## src/hw/rtl/assert_macros.svh

```systemverilog
// Assertion macros shared by the loader RTL.
`ifndef ASSERT_MACROS_SVH
`define ASSERT_MACROS_SVH

// Check a property on every clock edge outside reset.
`define SRL_ASSERT(lbl, prop, msg) \
  lbl: assert property (@(posedge clk_i) disable iff (!rst_ni) (prop)) else $error(msg);

// Check a property on every clock edge, reset included.
`define SRL_ASSERT_ALWAYS(lbl, prop, msg) \
  lbl: assert property (@(posedge clk_i) (prop)) else $error(msg);

`endif

```

## src/hw/rtl/srl_pkg.sv

```systemverilog
// Types and constants of the S-record S1 loader.
package srl_pkg;

  localparam int unsigned ADDR_WIDTH = 16;

  localparam logic [7:0] CHAR_LF  = 8'h0A;
  localparam logic [7:0] CHAR_CR  = 8'h0D;
  localparam logic [7:0] CHAR_S   = 8'h53;
  localparam logic [7:0] CHAR_ONE = 8'h31;
  localparam logic [7:0] MIN_COUNT = 8'd3;

  typedef enum logic [2:0] {
    KIND_WRITE   = 3'd0,
    KIND_OK      = 3'd1,
    KIND_FAIL    = 3'd2,
    KIND_UNKNOWN = 3'd3,
    KIND_FORMAT  = 3'd4,
    KIND_DONE    = 3'd5
  } kind_e;

  typedef struct packed {
    logic [7:0] character;
    logic       end_of_input;
  } in_item_t;

  typedef struct packed {
    kind_e                 kind;
    logic [ADDR_WIDTH-1:0] write_address;
    logic [7:0]            write_data;
    logic                  load_ok;
  } out_item_t;

  // Classified character, as queued between front and back.
  typedef struct packed {
    logic       eoi;
    logic       eol;
    logic       is_s;
    logic       is_one;
    logic       is_hex;
    logic [3:0] hex_val;
  } token_t;

endpackage

```

## src/hw/rtl/srl_front.sv

```systemverilog
// Front end: classify one incoming character into a token.
module srl_front (
  input  srl_pkg::in_item_t item_i,
  output srl_pkg::token_t   token_o
);

  logic [7:0] c;
  logic [7:0] diff;

  assign c = item_i.character;

  always_comb begin
    token_o         = '0;
    token_o.eoi     = item_i.end_of_input;
    token_o.eol     = (c == srl_pkg::CHAR_LF) || (c == srl_pkg::CHAR_CR);
    token_o.is_s    = (c == srl_pkg::CHAR_S);
    token_o.is_one  = (c == srl_pkg::CHAR_ONE);
    diff            = 8'h00;
    if (c inside {[8'h30:8'h39]}) begin
      diff = c - 8'h30;
      token_o.is_hex = 1'b1;
    end else if (c inside {[8'h41:8'h46]}) begin
      diff = c - 8'h37;
      token_o.is_hex = 1'b1;
    end else if (c inside {[8'h61:8'h66]}) begin
      diff = c - 8'h57;
      token_o.is_hex = 1'b1;
    end
    token_o.hex_val = diff[3:0];
  end

endmodule

```

## src/hw/rtl/srl_fifo.sv

```systemverilog
// Token queue between the front end and the parser.
`include "assert_macros.svh"

module srl_fifo #(
  parameter int unsigned DEPTH = 4
) (
  input  logic            clk_i,
  input  logic            rst_ni,
  input  logic            push_i,
  input  srl_pkg::token_t push_data_i,
  output logic            full_o,
  input  logic            pop_i,
  output logic            valid_o,
  output srl_pkg::token_t pop_data_o
);

  localparam int unsigned PtrW = (DEPTH > 1) ? $clog2(DEPTH) : 1;
  localparam int unsigned CntW = $clog2(DEPTH + 1);
  localparam logic [PtrW-1:0] LastPtr = PtrW'(DEPTH - 1);
  localparam logic [CntW-1:0] FullCnt = CntW'(DEPTH);

  srl_pkg::token_t mem_q [DEPTH];
  logic [PtrW-1:0] wr_ptr_q, wr_ptr_d, rd_ptr_q, rd_ptr_d;
  logic [CntW-1:0] cnt_q, cnt_d;

  assign full_o     = (cnt_q == FullCnt);
  assign valid_o    = (cnt_q != '0);
  assign pop_data_o = mem_q[rd_ptr_q];

  always_comb begin
    wr_ptr_d = wr_ptr_q;
    rd_ptr_d = rd_ptr_q;
    cnt_d    = cnt_q;
    if (push_i) begin
      wr_ptr_d = (wr_ptr_q == LastPtr) ? '0 : wr_ptr_q + 1'b1;
    end
    if (pop_i) begin
      rd_ptr_d = (rd_ptr_q == LastPtr) ? '0 : rd_ptr_q + 1'b1;
    end
    if (push_i && !pop_i) begin
      cnt_d = cnt_q + 1'b1;
    end else if (pop_i && !push_i) begin
      cnt_d = cnt_q - 1'b1;
    end
  end

  always_ff @(posedge clk_i or negedge rst_ni) begin
    if (!rst_ni) begin
      wr_ptr_q <= '0;
      rd_ptr_q <= '0;
      cnt_q    <= '0;
    end else begin
      wr_ptr_q <= wr_ptr_d;
      rd_ptr_q <= rd_ptr_d;
      cnt_q    <= cnt_d;
    end
  end

  always_ff @(posedge clk_i) begin
    if (push_i) begin
      mem_q[wr_ptr_q] <= push_data_i;
    end
  end

  `SRL_ASSERT_ALWAYS(a_fifo_bound, !rst_ni || (cnt_q <= FullCnt), "token queue count above depth")
  `SRL_ASSERT(a_fifo_count, (push_i && !pop_i) |=> (cnt_q == $past(cnt_q) + 1'b1),
              "token queue count did not advance on push")

endmodule

```

## src/hw/rtl/srl_back.sv

```systemverilog
// Back end: S-record parse state machine and result register.
`include "assert_macros.svh"

module srl_back (
  input  logic               clk_i,
  input  logic               rst_ni,
  input  logic               tok_valid_i,
  input  srl_pkg::token_t    tok_i,
  output logic               tok_pop_o,
  output logic               out_valid_o,
  input  logic               out_ready_i,
  output srl_pkg::out_item_t out_data_o
);

  localparam logic [3:0] PH_LINE_START = 4'd0;
  localparam logic [3:0] PH_TYPE       = 4'd1;
  localparam logic [3:0] PH_COUNT      = 4'd2;
  localparam logic [3:0] PH_ADDR_HI    = 4'd3;
  localparam logic [3:0] PH_ADDR_LO    = 4'd4;
  localparam logic [3:0] PH_DATA       = 4'd5;
  localparam logic [3:0] PH_CHECKSUM   = 4'd6;
  localparam logic [3:0] PH_TAIL       = 4'd7;
  localparam logic [3:0] PH_SKIP       = 4'd8;

  logic [3:0] phase_q, phase_d;
  logic [3:0] high_q, high_d;
  logic       pend_q, pend_d;
  logic [7:0] count_q, count_d;
  logic [srl_pkg::ADDR_WIDTH-1:0] addr_q, addr_d;
  logic [7:0] off_q, off_d;
  logic [7:0] sum_q, sum_d;
  logic       fail_q, fail_d;
  logic       out_valid_q, out_valid_d;
  srl_pkg::out_item_t out_q, res;
  logic       has_res;
  logic       pop;
  logic [7:0] byte_val;

  // Take a token only when the result register is free or draining.
  assign pop         = tok_valid_i && (!out_valid_q || out_ready_i);
  assign tok_pop_o   = pop;
  assign byte_val    = {high_q, tok_i.hex_val};
  assign out_valid_o = out_valid_q;
  assign out_data_o  = out_q;

  always_comb begin
    phase_d = phase_q;
    high_d  = high_q;
    pend_d  = pend_q;
    count_d = count_q;
    addr_d  = addr_q;
    off_d   = off_q;
    sum_d   = sum_q;
    fail_d  = fail_q;
    res     = '0;
    has_res = 1'b0;
    if (pop) begin
      if (tok_i.eoi) begin
        res.kind    = srl_pkg::KIND_DONE;
        res.load_ok = !fail_q;
        has_res     = 1'b1;
        phase_d     = PH_LINE_START;
        high_d      = '0;
        pend_d      = 1'b0;
        count_d     = '0;
        addr_d      = '0;
        off_d       = '0;
        sum_d       = '0;
        fail_d      = 1'b0;
      end else begin
        case (phase_q)
          PH_LINE_START: begin
            if (!tok_i.eol) begin
              if (tok_i.is_s) begin
                phase_d = PH_TYPE;
              end else begin
                phase_d  = PH_SKIP;
                res.kind = srl_pkg::KIND_UNKNOWN;
                has_res  = 1'b1;
              end
            end
          end
          PH_TYPE: begin
            if (tok_i.eol) begin
              phase_d = PH_LINE_START;
            end else if (tok_i.is_one) begin
              phase_d = PH_COUNT;
              pend_d  = 1'b0;
              high_d  = '0;
            end else begin
              phase_d = PH_SKIP;
            end
          end
          PH_COUNT, PH_ADDR_HI, PH_ADDR_LO, PH_DATA, PH_CHECKSUM: begin
            if (tok_i.eol || !tok_i.is_hex) begin
              phase_d  = tok_i.eol ? PH_LINE_START : PH_SKIP;
              pend_d   = 1'b0;
              res.kind = srl_pkg::KIND_FORMAT;
              has_res  = 1'b1;
            end else if (!pend_q) begin
              high_d = tok_i.hex_val;
              pend_d = 1'b1;
            end else begin
              pend_d = 1'b0;
              case (phase_q)
                PH_COUNT: begin
                  if (byte_val < srl_pkg::MIN_COUNT) begin
                    phase_d  = PH_SKIP;
                    res.kind = srl_pkg::KIND_FORMAT;
                    has_res  = 1'b1;
                  end else begin
                    count_d = byte_val;
                    sum_d   = byte_val;
                    phase_d = PH_ADDR_HI;
                  end
                end
                PH_ADDR_HI: begin
                  addr_d  = {byte_val, 8'h00};
                  sum_d   = sum_q + byte_val;
                  phase_d = PH_ADDR_LO;
                end
                PH_ADDR_LO: begin
                  addr_d  = {addr_q[15:8], byte_val};
                  sum_d   = sum_q + byte_val;
                  off_d   = '0;
                  phase_d = (count_q == srl_pkg::MIN_COUNT) ? PH_CHECKSUM : PH_DATA;
                end
                PH_DATA: begin
                  res.kind          = srl_pkg::KIND_WRITE;
                  res.write_address = addr_q + {8'h00, off_q};
                  res.write_data    = byte_val;
                  has_res           = 1'b1;
                  sum_d             = sum_q + byte_val;
                  off_d             = off_q + 8'd1;
                  if (({1'b0, off_d} + 9'd3) >= {1'b0, count_q}) begin
                    phase_d = PH_CHECKSUM;
                  end
                end
                default: begin
                  phase_d = PH_TAIL;
                  has_res = 1'b1;
                  if (~sum_q == byte_val) begin
                    res.kind = srl_pkg::KIND_OK;
                  end else begin
                    res.kind = srl_pkg::KIND_FAIL;
                    fail_d   = 1'b1;
                  end
                end
              endcase
            end
          end
          default: begin
            if (tok_i.eol) begin
              phase_d = PH_LINE_START;
            end
          end
        endcase
      end
    end
    out_valid_d = pop ? has_res : (out_valid_q && !out_ready_i);
  end

  always_ff @(posedge clk_i or negedge rst_ni) begin
    if (!rst_ni) begin
      phase_q     <= PH_LINE_START;
      high_q      <= '0;
      pend_q      <= 1'b0;
      count_q     <= '0;
      addr_q      <= '0;
      off_q       <= '0;
      sum_q       <= '0;
      fail_q      <= 1'b0;
      out_valid_q <= 1'b0;
    end else begin
      phase_q     <= phase_d;
      high_q      <= high_d;
      pend_q      <= pend_d;
      count_q     <= count_d;
      addr_q      <= addr_d;
      off_q       <= off_d;
      sum_q       <= sum_d;
      fail_q      <= fail_d;
      out_valid_q <= out_valid_d;
    end
  end

  always_ff @(posedge clk_i) begin
    if (pop && has_res) begin
      out_q <= res;
    end
  end

  `SRL_ASSERT(a_done_follows_eoi,
              (pop && tok_i.eoi) |=> (out_valid_q && out_q.kind == srl_pkg::KIND_DONE),
              "end of input did not produce load done")
  `SRL_ASSERT(a_pend_in_record,
              pend_q |-> (phase_q == PH_COUNT || phase_q == PH_ADDR_HI ||
                          phase_q == PH_ADDR_LO || phase_q == PH_DATA ||
                          phase_q == PH_CHECKSUM),
              "nibble pending outside a record field")

endmodule

```

## src/hw/rtl/srecord_s1_loader_top.sv

```systemverilog
// Top level of the S-record S1 loader: front end, token queue, parser.
//
//  channel  | direction | handshake              | payload
//  ---------+-----------+------------------------+--------------------------------
//  in       | input     | in_valid_i/in_ready_o  | in_data_i  (character, eoi)
//  out      | output    | out_valid_o/out_ready_i| out_data_o (kind, addr, data, ok)
//
// One character per cycle sustained while the output accepts; from acceptance a
// character passes the queue write, then the parse step into the result register.
// The parse step is one registered state update per token, so the parser loop sets the rate.
// Reset is asynchronous and active low; it empties the queue and returns the
// parser to line start with no failure recorded.
// A stalled output holds the parser; the queue absorbs up to FIFO_DEPTH
// characters before in_ready_o drops.
module srecord_s1_loader_top #(
  parameter int unsigned FIFO_DEPTH = 4
) (
  input  logic               clk_i,
  input  logic               rst_ni,
  input  logic               in_valid_i,
  output logic               in_ready_o,
  input  srl_pkg::in_item_t  in_data_i,
  output logic               out_valid_o,
  input  logic               out_ready_i,
  output srl_pkg::out_item_t out_data_o
);

  srl_pkg::token_t front_tok;
  srl_pkg::token_t queue_tok;
  logic            queue_full;
  logic            queue_valid;
  logic            queue_pop;

  // Classify each request as it arrives.
  srl_front u_front (
    .item_i  (in_data_i),
    .token_o (front_tok)
  );

  // Accept whenever the queue has room, independent of the output side.
  assign in_ready_o = !queue_full;

  srl_fifo #(
    .DEPTH (FIFO_DEPTH)
  ) u_fifo (
    .clk_i       (clk_i),
    .rst_ni      (rst_ni),
    .push_i      (in_valid_i && !queue_full),
    .push_data_i (front_tok),
    .full_o      (queue_full),
    .pop_i       (queue_pop),
    .valid_o     (queue_valid),
    .pop_data_o  (queue_tok)
  );

  // Advance the parser one token per cycle while tokens wait and the result register is free or draining.
  srl_back u_back (
    .clk_i       (clk_i),
    .rst_ni      (rst_ni),
    .tok_valid_i (queue_valid),
    .tok_i       (queue_tok),
    .tok_pop_o   (queue_pop),
    .out_valid_o (out_valid_o),
    .out_ready_i (out_ready_i),
    .out_data_o  (out_data_o)
  );

endmodule

```

## config.mk

```make
export PLATFORM = sky130hd
export DESIGN_NAME = srecord_s1_loader_top
export DESIGN_NICKNAME = d
export VERILOG_FILES = /design/src/hw/rtl/srl_pkg.sv /design/src/hw/rtl/srl_front.sv /design/src/hw/rtl/srl_fifo.sv /design/src/hw/rtl/srl_back.sv /design/src/hw/rtl/srecord_s1_loader_top.sv
export VERILOG_INCLUDE_DIRS = /design/src /design/src/hw/rtl
export SDC_FILE = /design/constraint.sdc
export NUM_CORES = 1
export LEC_CHECK = 0
export BUFFER_PORTS_ARGS = -buffer_cell sky130_fd_sc_hd__buf_2
export CORE_ASPECT_RATIO = 1.2
export CORE_UTILIZATION = 35
export DETAILED_ROUTE_END_ITERATION = 12
export GPL_ROUTABILITY_DRIVEN = 0
export PLACE_DENSITY_LB_ADDON = 0.05
export SYNTH_ARGS = -nofsm -noshare
export SYNTH_HDL_FRONTEND = slang
export SYNTH_SLANG_ARGS = --single-unit
```

## constraint.sdc

```tcl
create_clock -name clk_i -period 3.5 [get_ports clk_i]
set_input_delay 0.525 -clock clk_i [delete_from_list [all_inputs] [get_ports clk_i]]
set_output_delay 0.525 -clock clk_i [all_outputs]
set_load 0.01 [all_outputs]
```

==> metrics.txt, run 1 <==
outcome=finished clean; reg2reg start=u_back.off_q[1]; clock-pin slew on the worst setup and hold paths=0.06 ns; core footprint=approximately 0.019 mm²; Starting Density=between 30% and 40%; total area of sequential cells=~0.0034 mm²; Power Dens Cells=between 700 and 800 mW/mm²; Leak=approximately 3.3 nW; Switching Share=35.7%; Post-route DRC=0; gr busiest metal=met2; fraction of layout cells with a size suffix above 1=between 10% and 20%; reg2reg setup slack=0.15 ns; Hold-fix buffers, CTS=0; crit path capture type=flop; max frequency=0.298 GHz; Detail Route Antenna Nets=0; Worst Path Buf+Inv=1; TritonCTS Buffers=17; WP data required=about 3.8 ns; pin count of the biggest net entering global routing=27; total track usage=between 15 and 20%; Root Driver=clkbuf_16; max-slew violation total from the final report=0; max_cap viols=0; Least-Margin Pin Slew=0.664 ns; cell row count=between 50 and 60; worst vdd ir=roughly 0.00039 V; CP Max Fanout=8; clock skew=0.00892 ns; slowest cell on the critical path=or4_4; DR vias=5186; slowest cell delay on critical path=0.51 ns; Post-Syn Instances=roughly 650; Pre-antenna DRT Iters=6; GR Util met2=about 33%; Non-Filler Instances=977; DP Wirelength=between 10000 and 15000 µm; global-route track usage on met1=20.5%; Avg Cell Area, Syn=between 10 and 15 µm²; final setup fails=0; worst min path class=in2async; # port buffers=42; routed len/inst=~17 µm; Cell variety after synth=70; area of the multi-input gates=0.00320 mm²; Cell Area, Synth=0.00682 mm²; post-layout net count=about 760; Ys Warns=0; chip width=between 100 and 150 µm; clock sinks=approximately 120; Top delay family on crit path=compound AO/OA/AOI/OAI gates; H-tree levels=4; Async S/R FF share, synth=47.5%; fin crit share=approximately 96%; syn nets=about 700; Clk pwr share=30.9%; #FFs+latches synth=between 100 and 150; Psw=2.24 mW; Die ar.=around 0.020 mm²; Fillers=1839; vias in the first global route=about 5100; DR iter-0 viols=260; crit-path cells=buf_4 -> nand3_4 -> nor2_4 -> xnor2_1 -> or4_4 -> xor2_1 -> ha_1 -> a211o_1 -> a21oi_1 -> o21ai_0 -> o221ai_1 -> o2111a_2 -> nor3_4 -> mux2_1; WS Path Type=reg2reg; # diodes=0; setup TNS=0 ns; Final Util=a little over two fifths; commonest non-fill, non-tap cells in the layout=64 x edfxtp_1, 57 x dfrtp_1, 54 x nor2_1; Skew-Pair Late Insertion Delay=0.42 ns; global-route wire length before repair=27100 µm; Int Pwr=slightly above 4 mW; Longest Clk Path Bufs=2; Slew HR=roughly 55%; crit start category=flop; Vias/cell=between 5 and 6; Comb power frac=34.6%; Area growth syn-to-layout=19.1%; Routed WL=about 17000 µm; ys flop type=edfxtp_1; number of flops mapped to enable cells by yosys=64; GRT overflow=0; Boundary Pins=43; CTS tree=yes; most common cell after layout, fill and taps aside=edfxtp_1; met3 usage=under 10%; R2R depth=14; Final Hold Fails=0; reg2reg end=u_back.phase_q[0]; RSZ-0062 raised after global routing=no; min Tclk post-route=~3.4 ns; Flop pwr share=approximately a third; Die H=approximately 150 µm; WP data arrival=~3.7 ns; post-synthesis sequential area ratio=a little under 50%; initial antenna violation count=0; dpl cells=942
==> stage by stage <==
| stage | area [µm²] | setup slack (ns) | power [mW] | hold slack (ns) |
|---|---|---|---|---|
| after global routing | 8120 | 0.00986 | 6.67 | 0.121 |
| after floorplan | 6820 | 0.0815 | 3.59 | 0.229 |
| after CTS | 8080 | 0.100 | 6.35 | 0.108 |
| after global placement | 7430 | 0.176 | 4.37 | 0.471 |
| after detailed placement | 7430 | 0.111 | 4.40 | 0.480 |
| final | 8120 | 0.149 | 6.28 | 0.0947 |
==> final cells by class <==
class                           count  share of cell area [%]
Clock buffer                       19                    5.33
Clock inverter                     13                    2.66
Tap cell                          256                    3.94
Multi-Input combinational cell    459                    39.4
Timing Repair Buffer               71                    5.44
Inverter                           37                    1.71
Sequential cell                   122                    41.5
==> timing repair <==
item,4_1_cts,5_1_grt
setup buffers,0,3
gates resized for setup,0,6
endpoints found under the setup margin,0,4
==> cell families (layout without fill, tap and decap cells) <==
logic type               after synthesis  count (layout)  share of synthesized area, %
adder cells (fa/ha/maj)               38              38                          7.30
AND/OR/NAND/NOR                      220             220                          16.4
XOR/XNOR                              25              25                          3.21
flip-flops                           122             122                          49.5
buffers and inverters                 65             140                          3.93
AO/OA/AOI/OAI                        158             158                          15.5
multiplexers                          18              18                          4.20
==> power groups by stage <==
stage	combinational, mW	clock, mW	sequential [mW]
2_1_floorplan	1.37	0	2.22
3_3_place_gp	2.18	0	2.19
3_5_place_dp	2.20	0	2.19
4_1_cts	2.21	1.97	2.17
5_1_grt	2.41	2.04	2.22
6_report	2.17	1.94	2.17
==> how the worst max path moves through the flow <==
stage / startpoint / end / slack (ns) / cells past startpoint
2_1_floorplan: u_back.off_q[1] / u_back.phase_q[0] / 0.08 / 14
3_3_place_gp: u_back.off_q[0] / u_back.phase_q[0] / 0.18 / 13
3_5_place_dp: u_back.off_q[1] / u_back.phase_q[0] / 0.11 / 13
4_1_cts: u_back.off_q[1] / u_back.phase_q[0] / 0.1 / 13
5_1_grt: u_back.off_q[1] / u_back.phase_q[2] / 0.01 / 14
6_report: u_back.off_q[1] / u_back.phase_q[0] / 0.15 / 14
==> sequential cells by signal, summed over array words and instances, names as in the netlist, 2 cells and up <==
name / count
u_back.sum_q: 8
u_fifo.cnt_q: 3
u_fifo.mem_q: 36
u_fifo.wr_ptr_q: 2
u_back.addr_q: 16
u_back.off_q: 8
u_back.out_data_o: 28
u_back.phase_q: 4
u_back.count_q: 8
u_back.high_q: 4
u_fifo.rd_ptr_q: 2
==> layer usage <==
layer	vias up	part of all wire, %
li1	2509	-
met1	2546	41
met2	103	53
met3	28	2.6
met4	0	2.4
met5	-	0
==> cells in the mapped netlist (all sizes together), types with 15 or more instances <==
library cell   n  share of area [%]
a21oi         35                2.6
dfrtp         58                 21
a22o          15                1.9
nand3         25                2.1
nor3          18                1.5
buf           15                1.2
inv           37                2.0
ha            35                6.4
o21ai         46                3.6
nor2          56                3.2
edfxtp        64                 28
nand2         50                2.8
(Power assumes the default switching activity.)
==> run 2, diff against run 1 <==
Clock period 3.5 ns to 4.3 ns, I/O delays scaled along.
==> metrics.txt, run 2 (synthesized netlist as in run 1, its figures left out) <==
crit start category=flop; reg2reg end=u_back.phase_q[0]; WP data arrival=4.27 ns (+0.62 ns); commonest non-fill, non-tap cells in the layout=64 x edfxtp_1, 58 x dfrtp_1, 54 x nor2_1; DP Wirelength=11900 µm (-3.8%); vias in the first global route=5003 (-2.5%); WS Path Type=reg2reg; Detail Route Antenna Nets=0 (unchanged); H-tree levels=4 (unchanged); Die H=155 µm (unchanged); Fin Hold WS=0.271 ns (+0.176 ns); Starting Density=35.9% (unchanged); Least-Margin Pin Slew=0.777 ns (+0.113 ns); post-layout net count=736 (-3.0%); setup TNS=0 ns (unchanged); # port buffers=42 (unchanged); crit-path cells=ha_1 -> nand3_1 -> xor2_1 -> or4_4 -> xor2_1 -> ha_1 -> a211o_1 -> a21oi_1 -> o21ai_0 -> o221ai_1 -> o2111a_1 -> nor3_4 -> mux2_1; final setup fails=0 (unchanged); Hold-fix buffers, CTS=0 (unchanged); worst vdd ir=0.000342 V (-11%); critical path depth=13 (-1); reg2reg setup slack=0.33 ns (+0.18 ns); Fillers=1888 (+2.7%); Leak=3.18 nW (-4.8%); CP Max Fanout=12 (+4); Longest Clk Path Bufs=2 (unchanged); DR iter-0 viols=250 (-3.8%); clock sinks=122 (unchanged); Root Driver=clkbuf_16; RSZ-0062 raised after global routing=no; initial antenna violation count=0 (unchanged); max FFs per register=36 (unchanged); outcome=finished clean; core footprint=0.0190 mm² (unchanged); cts repair resizes=0 (unchanged); Post-CTS Setup Bufs=0 (unchanged); cell row count=55 (unchanged); worst min path class=in2async; Final Util=41.2% (-1.6 points); max frequency=0.252 GHz (-16%); routed len/inst=17.3 µm (+1.3%); Critical Path Start=u_back.off_q[0]; Design Power=4.76 mW (-24%); fraction of layout cells with a size suffix above 1=14.6% (-3.0 points); crit path capture type=flop; slowest cell delay on critical path=0.61 ns (+0.10 ns); total area of sequential cells=0.00337 mm² (about the same); total track usage=17.7% (-0.19 points); Top delay family on crit path=compound AO/OA/AOI/OAI gates; fin crit share=92.4% (-3.3 points); Boundary Pins=43 (unchanged); Final Hold Fails=0 (unchanged); clock-pin slew on the worst setup and hold paths=0.06 ns (about the same); Pre-antenna DRT Iters=5 (-1); Worst Path Buf+Inv=0 (-1); Die ar.=0.0200 mm² (unchanged); clock skew=0.00959 ns (+0.000670 ns); Routed WL=16500 µm (-1.1%); WP data required=4.59 ns (+0.79 ns); Largest Register=u_fifo.mem_q; Area growth syn-to-layout=14.7%; Skew-Pair Late Insertion Delay=0.42 ns (about the same); CTS tree=yes; most common cell after layout, fill and taps aside=edfxtp_1; DR vias=5007 (-3.5%); global-route wire length before repair=26500 µm (-2.3%); Post-route DRC=0 (unchanged); Critical Path Sink=u_back.phase_q[0]; min Tclk post-route=3.97 ns (+0.624 ns); pin count of the biggest net entering global routing=33 (+22%); Power Dens Cells=608 mW/mm² (-21%); Slew HR=47.8% (-7.6 points); slowest cell on the critical path=dfrtp_1; area of the multi-input gates=0.00318 mm² (-0.59%); max-slew violation total from the final report=0 (unchanged); chip width=129 µm (unchanged); max_cap viols=0 (unchanged); R2R depth=13 (-1); # diodes=0 (unchanged); reg2reg start=u_back.off_q[0]; TritonCTS Buffers=17 (unchanged); Vias/cell=5.25 (-1.1%); GRT overflow=0 (unchanged)
[run 2: layout make-up]
class                      count  area share (%)
clock buffer                  18            5.62
tap                          256            4.10
multi-input combinational    459            40.7
timing repair buffer          48            3.26
inverter                      37            1.78
clock inverter                14            1.42
sequential                   122            43.1
[run 2: metrics by stage]
| stage | instances | cell area [µm²] | setup slack [ns] |
|---|---|---|---|
| 2_1_floorplan | 646 | 6820 | 0.649 |
| 3_3_place_gp | 922 | 7270 | 0.534 |
| 3_5_place_dp | 922 | 7270 | 0.419 |
| 4_1_cts | 954 | 7820 | 0.375 |
| 5_1_grt | 954 | 7820 | 0.151 |
| 6_report | 954 | 7820 | 0.325 |
[run 2: where the power goes]
| part | internal [mW] | switching, mW |
|---|---|---|
| clock | 0.764 | 0.574 |
| combinational | 0.580 | 1.06 |
| sequential | 1.60 | 0.178 |
| total | 2.94 | 1.81 |
[run 2: how the worst min path moves through the flow]
stage	slack, ns	depth (start not counted)	startpoint	to
after floorplan	0.35	0	rst_ni	u_back.addr_q[0]
after global placement	0.47	2	u_back.sum_q[0]	u_back.sum_q[0]
after detailed placement	0.48	2	u_back.sum_q[3]	u_back.sum_q[3]
after CTS	0.29	1	rst_ni	u_fifo.wr_ptr_q[0]
after global routing	0.32	1	rst_ni	u_back.addr_q[11]
final	0.27	1	rst_ni	u_fifo.wr_ptr_q[1]
[run 2: per-layer routing]
| layer | vias up | wire length (µm) | share of wire [%] | global-route usage (%) |
|---|---|---|---|---|
| met5 | - | 0 | 0 | 0 |
| met4 | 0 | 389 | 2.4 | 7.36 |
| met3 | 29 | 498 | 3.0 | 2.89 |
| met2 | 112 | 8820 | 53 | 32.5 |
| met1 | 2408 | 6820 | 41 | 20.1 |
| li1 | 2458 | - | - | - |
==> run 3, diff against run 2 <==
Settings changed: CORE_MARGIN from default to 5.
==> metrics.txt, run 3 (synthesized netlist as in run 1, its figures left out) <==
outcome=finished clean; Comb power frac=34.4% (-0.2 points); global-route wire length before repair=26700 µm (+0.86%); dpl ws=0.429 ns (+0.00968 ns); fraction of layout cells with a size suffix above 1=14.3% (-0.29 points); Routed WL=16600 µm (+0.50%); Boundary Pins=43 (unchanged); dpl cells=927 (+0.54%); # port buffers=42 (unchanged); reg2reg setup slack=0.37 ns (+0.05 ns); WS Path Type=reg2reg; Root Driver=clkbuf_16; H-tree levels=4 (unchanged); slowest cell delay on critical path=0.61 ns (about the same); Flop pwr share=37.2% (about the same); max FFs per register=36 (unchanged); crit path capture type=flop; TritonCTS Buffers=17 (unchanged); Starting Density=35.3% (-0.64 points); Top delay family on crit path=compound AO/OA/AOI/OAI gates; initial antenna violation count=0 (unchanged); Die ar.=0.0224 mm² (+12%); crit-path cells=ha_1 -> nand3_1 -> xor2_1 -> or4_4 -> xor2_1 -> ha_1 -> a211o_1 -> a21oi_1 -> o21ai_0 -> o221ai_1 -> o2111a_1 -> nor3_4 -> mux2_1; fin crit share=91.4% (-1.1 points); Pre-antenna DRT Iters=4 (-1); Leak=3.19 nW (about the same); Detail Route Antenna Nets=0 (unchanged); Skew-Pair Late Insertion Delay=0.42 ns (about the same); commonest non-fill, non-tap cells in the layout=64 x edfxtp_1, 58 x dfrtp_1, 54 x nor2_1; total area of sequential cells=0.00337 mm² (unchanged); Design Power=4.81 mW (+1.0%); WP data arrival=4.22 ns (-0.05 ns); cts repair resizes=0 (unchanged); DP Wirelength=12100 µm (+1.4%); reg2reg end=u_back.phase_q[0]; Largest Register=u_fifo.mem_q; Longest Clk Path Bufs=2 (unchanged); post-route setup slack=0.371 ns (+0.0463 ns); vias in the first global route=4969 (-0.68%); Worst Path Buf+Inv=0 (unchanged); core footprint=0.0193 mm² (+1.8%); max_cap viols=0 (unchanged); worst min path class=in2async; chip width=137 µm (+6.2%); cell row count=56 (+1.8%); Die H=163 µm (+5.2%); slowest cell on the critical path=dfrtp_1; Final Util=40.5% (-0.66 points); Hold-fix buffers, CTS=0 (unchanged); Final Hold Fails=0 (unchanged); Int Pwr=2.99 mW (+1.8%); Clk pwr share=28.5% (+0.4 points); clock-pin slew on the worst setup and hold paths=0.06 ns (about the same); R2R depth=13 (unchanged); worst vdd ir=0.000300 V (-12%); clock sinks=122 (unchanged); Vias/cell=5.24 (-0.16%); total track usage=15.6% (-2.1 points); DR iter-0 viols=248 (-0.80%); RSZ-0062 raised after global routing=no; Psw=1.81 mW (-0.24%); CTS tree=yes; pin count of the biggest net entering global routing=38 (+15%); reg2reg start=u_back.off_q[0]; # diodes=0 (unchanged); Fillers=1934 (+2.4%); Non-Filler Instances=959 (+0.52%); GRT overflow=0 (unchanged); post-layout net count=736 (unchanged); crit start category=flop; clock skew=0.00706 ns (-0.00253 ns); Least-Margin Pin Slew=0.838 ns (+0.0609 ns); WP data required=4.59 ns (about the same); most common cell after layout, fill and taps aside=edfxtp_1; routed len/inst=17.3 µm (about the same); Switching Share=37.7% (-0.47 points); DR vias=5025 (+0.36%); Area growth syn-to-layout=14.9%; min Tclk post-route=3.93 ns (-0.0463 ns); Fin Hold WS=0.219 ns (-0.0515 ns); setup TNS=0 ns (unchanged); CP Max Fanout=12 (unchanged); max frequency=0.255 GHz (+1.2%); Post-route DRC=0 (unchanged); Power Dens Cells=613 mW/mm² (+0.81%); Post-CTS Setup Bufs=0 (unchanged); final setup fails=0 (unchanged); DP Area=0.00727 mm² (about the same); max-slew violation total from the final report=0 (unchanged); Slew HR=43.7% (-4.1 points); Post-Layout Inst Area=0.00783 mm² (+0.19%); area of the multi-input gates=0.00318 mm² (unchanged)
[run 3: cell count changes in the layout (fill, tap and decap cells not counted), sizes merged]
| cell | change |
|---|---|
| inv | -3 |
| clkinv | +1 |
| clkbuf | +1 |
| bufinv | +1 |
[run 3: worst max-delay path by stage]
| stage | slack, ns | from | to | cells past startpoint |
|---|---|---|---|---|
| final | 0.37 | u_back.off_q[0] | u_back.phase_q[0] | 13 |
| after global routing | 0.12 | u_back.off_q[0] | u_back.phase_q[3] | 13 |
| after CTS | 0.40 | u_back.off_q[0] | u_back.phase_q[0] | 13 |
| after detailed placement | 0.43 | u_back.off_q[0] | u_back.phase_q[2] | 13 |
| after global placement | 0.51 | u_back.off_q[0] | u_back.phase_q[0] | 13 |
| after floorplan | 0.65 | u_fifo.rd_ptr_q[0] | u_back.out_data_o[0] | 9 |
[run 3: final cells by class]
class                      instances  area share [%]
tap                              261            4.17
timing repair buffer              48            3.26
clock inverter                    13            1.49
inverter                          37            1.77
multi-input combinational        459            40.6
sequential                       122            43.1
clock buffer                      19            5.65
[run 3: layer usage]
metal | up-vias | wire length (µm) | track usage [%]
li1 | 2464 | - | -
met1 | 2457 | 7120 | 18.7
met2 | 79 | 8690 | 27.5
met3 | 25 | 480 | 3.09
met4 | 0 | 318 | 5.44
met5 | - | 0 | 0
[run 3: power by group through the flow]
stage / Sequential, mW / Clock (mW) / Combinational, mW
2_1_floorplan: 1.81 / 0 / 1.11
3_3_place_gp: 1.81 / 0 / 1.67
3_5_place_dp: 1.81 / 0 / 1.69
4_1_cts: 1.79 / 1.40 / 1.70
5_1_grt: 1.83 / 1.45 / 1.85
6_report: 1.79 / 1.37 / 1.65
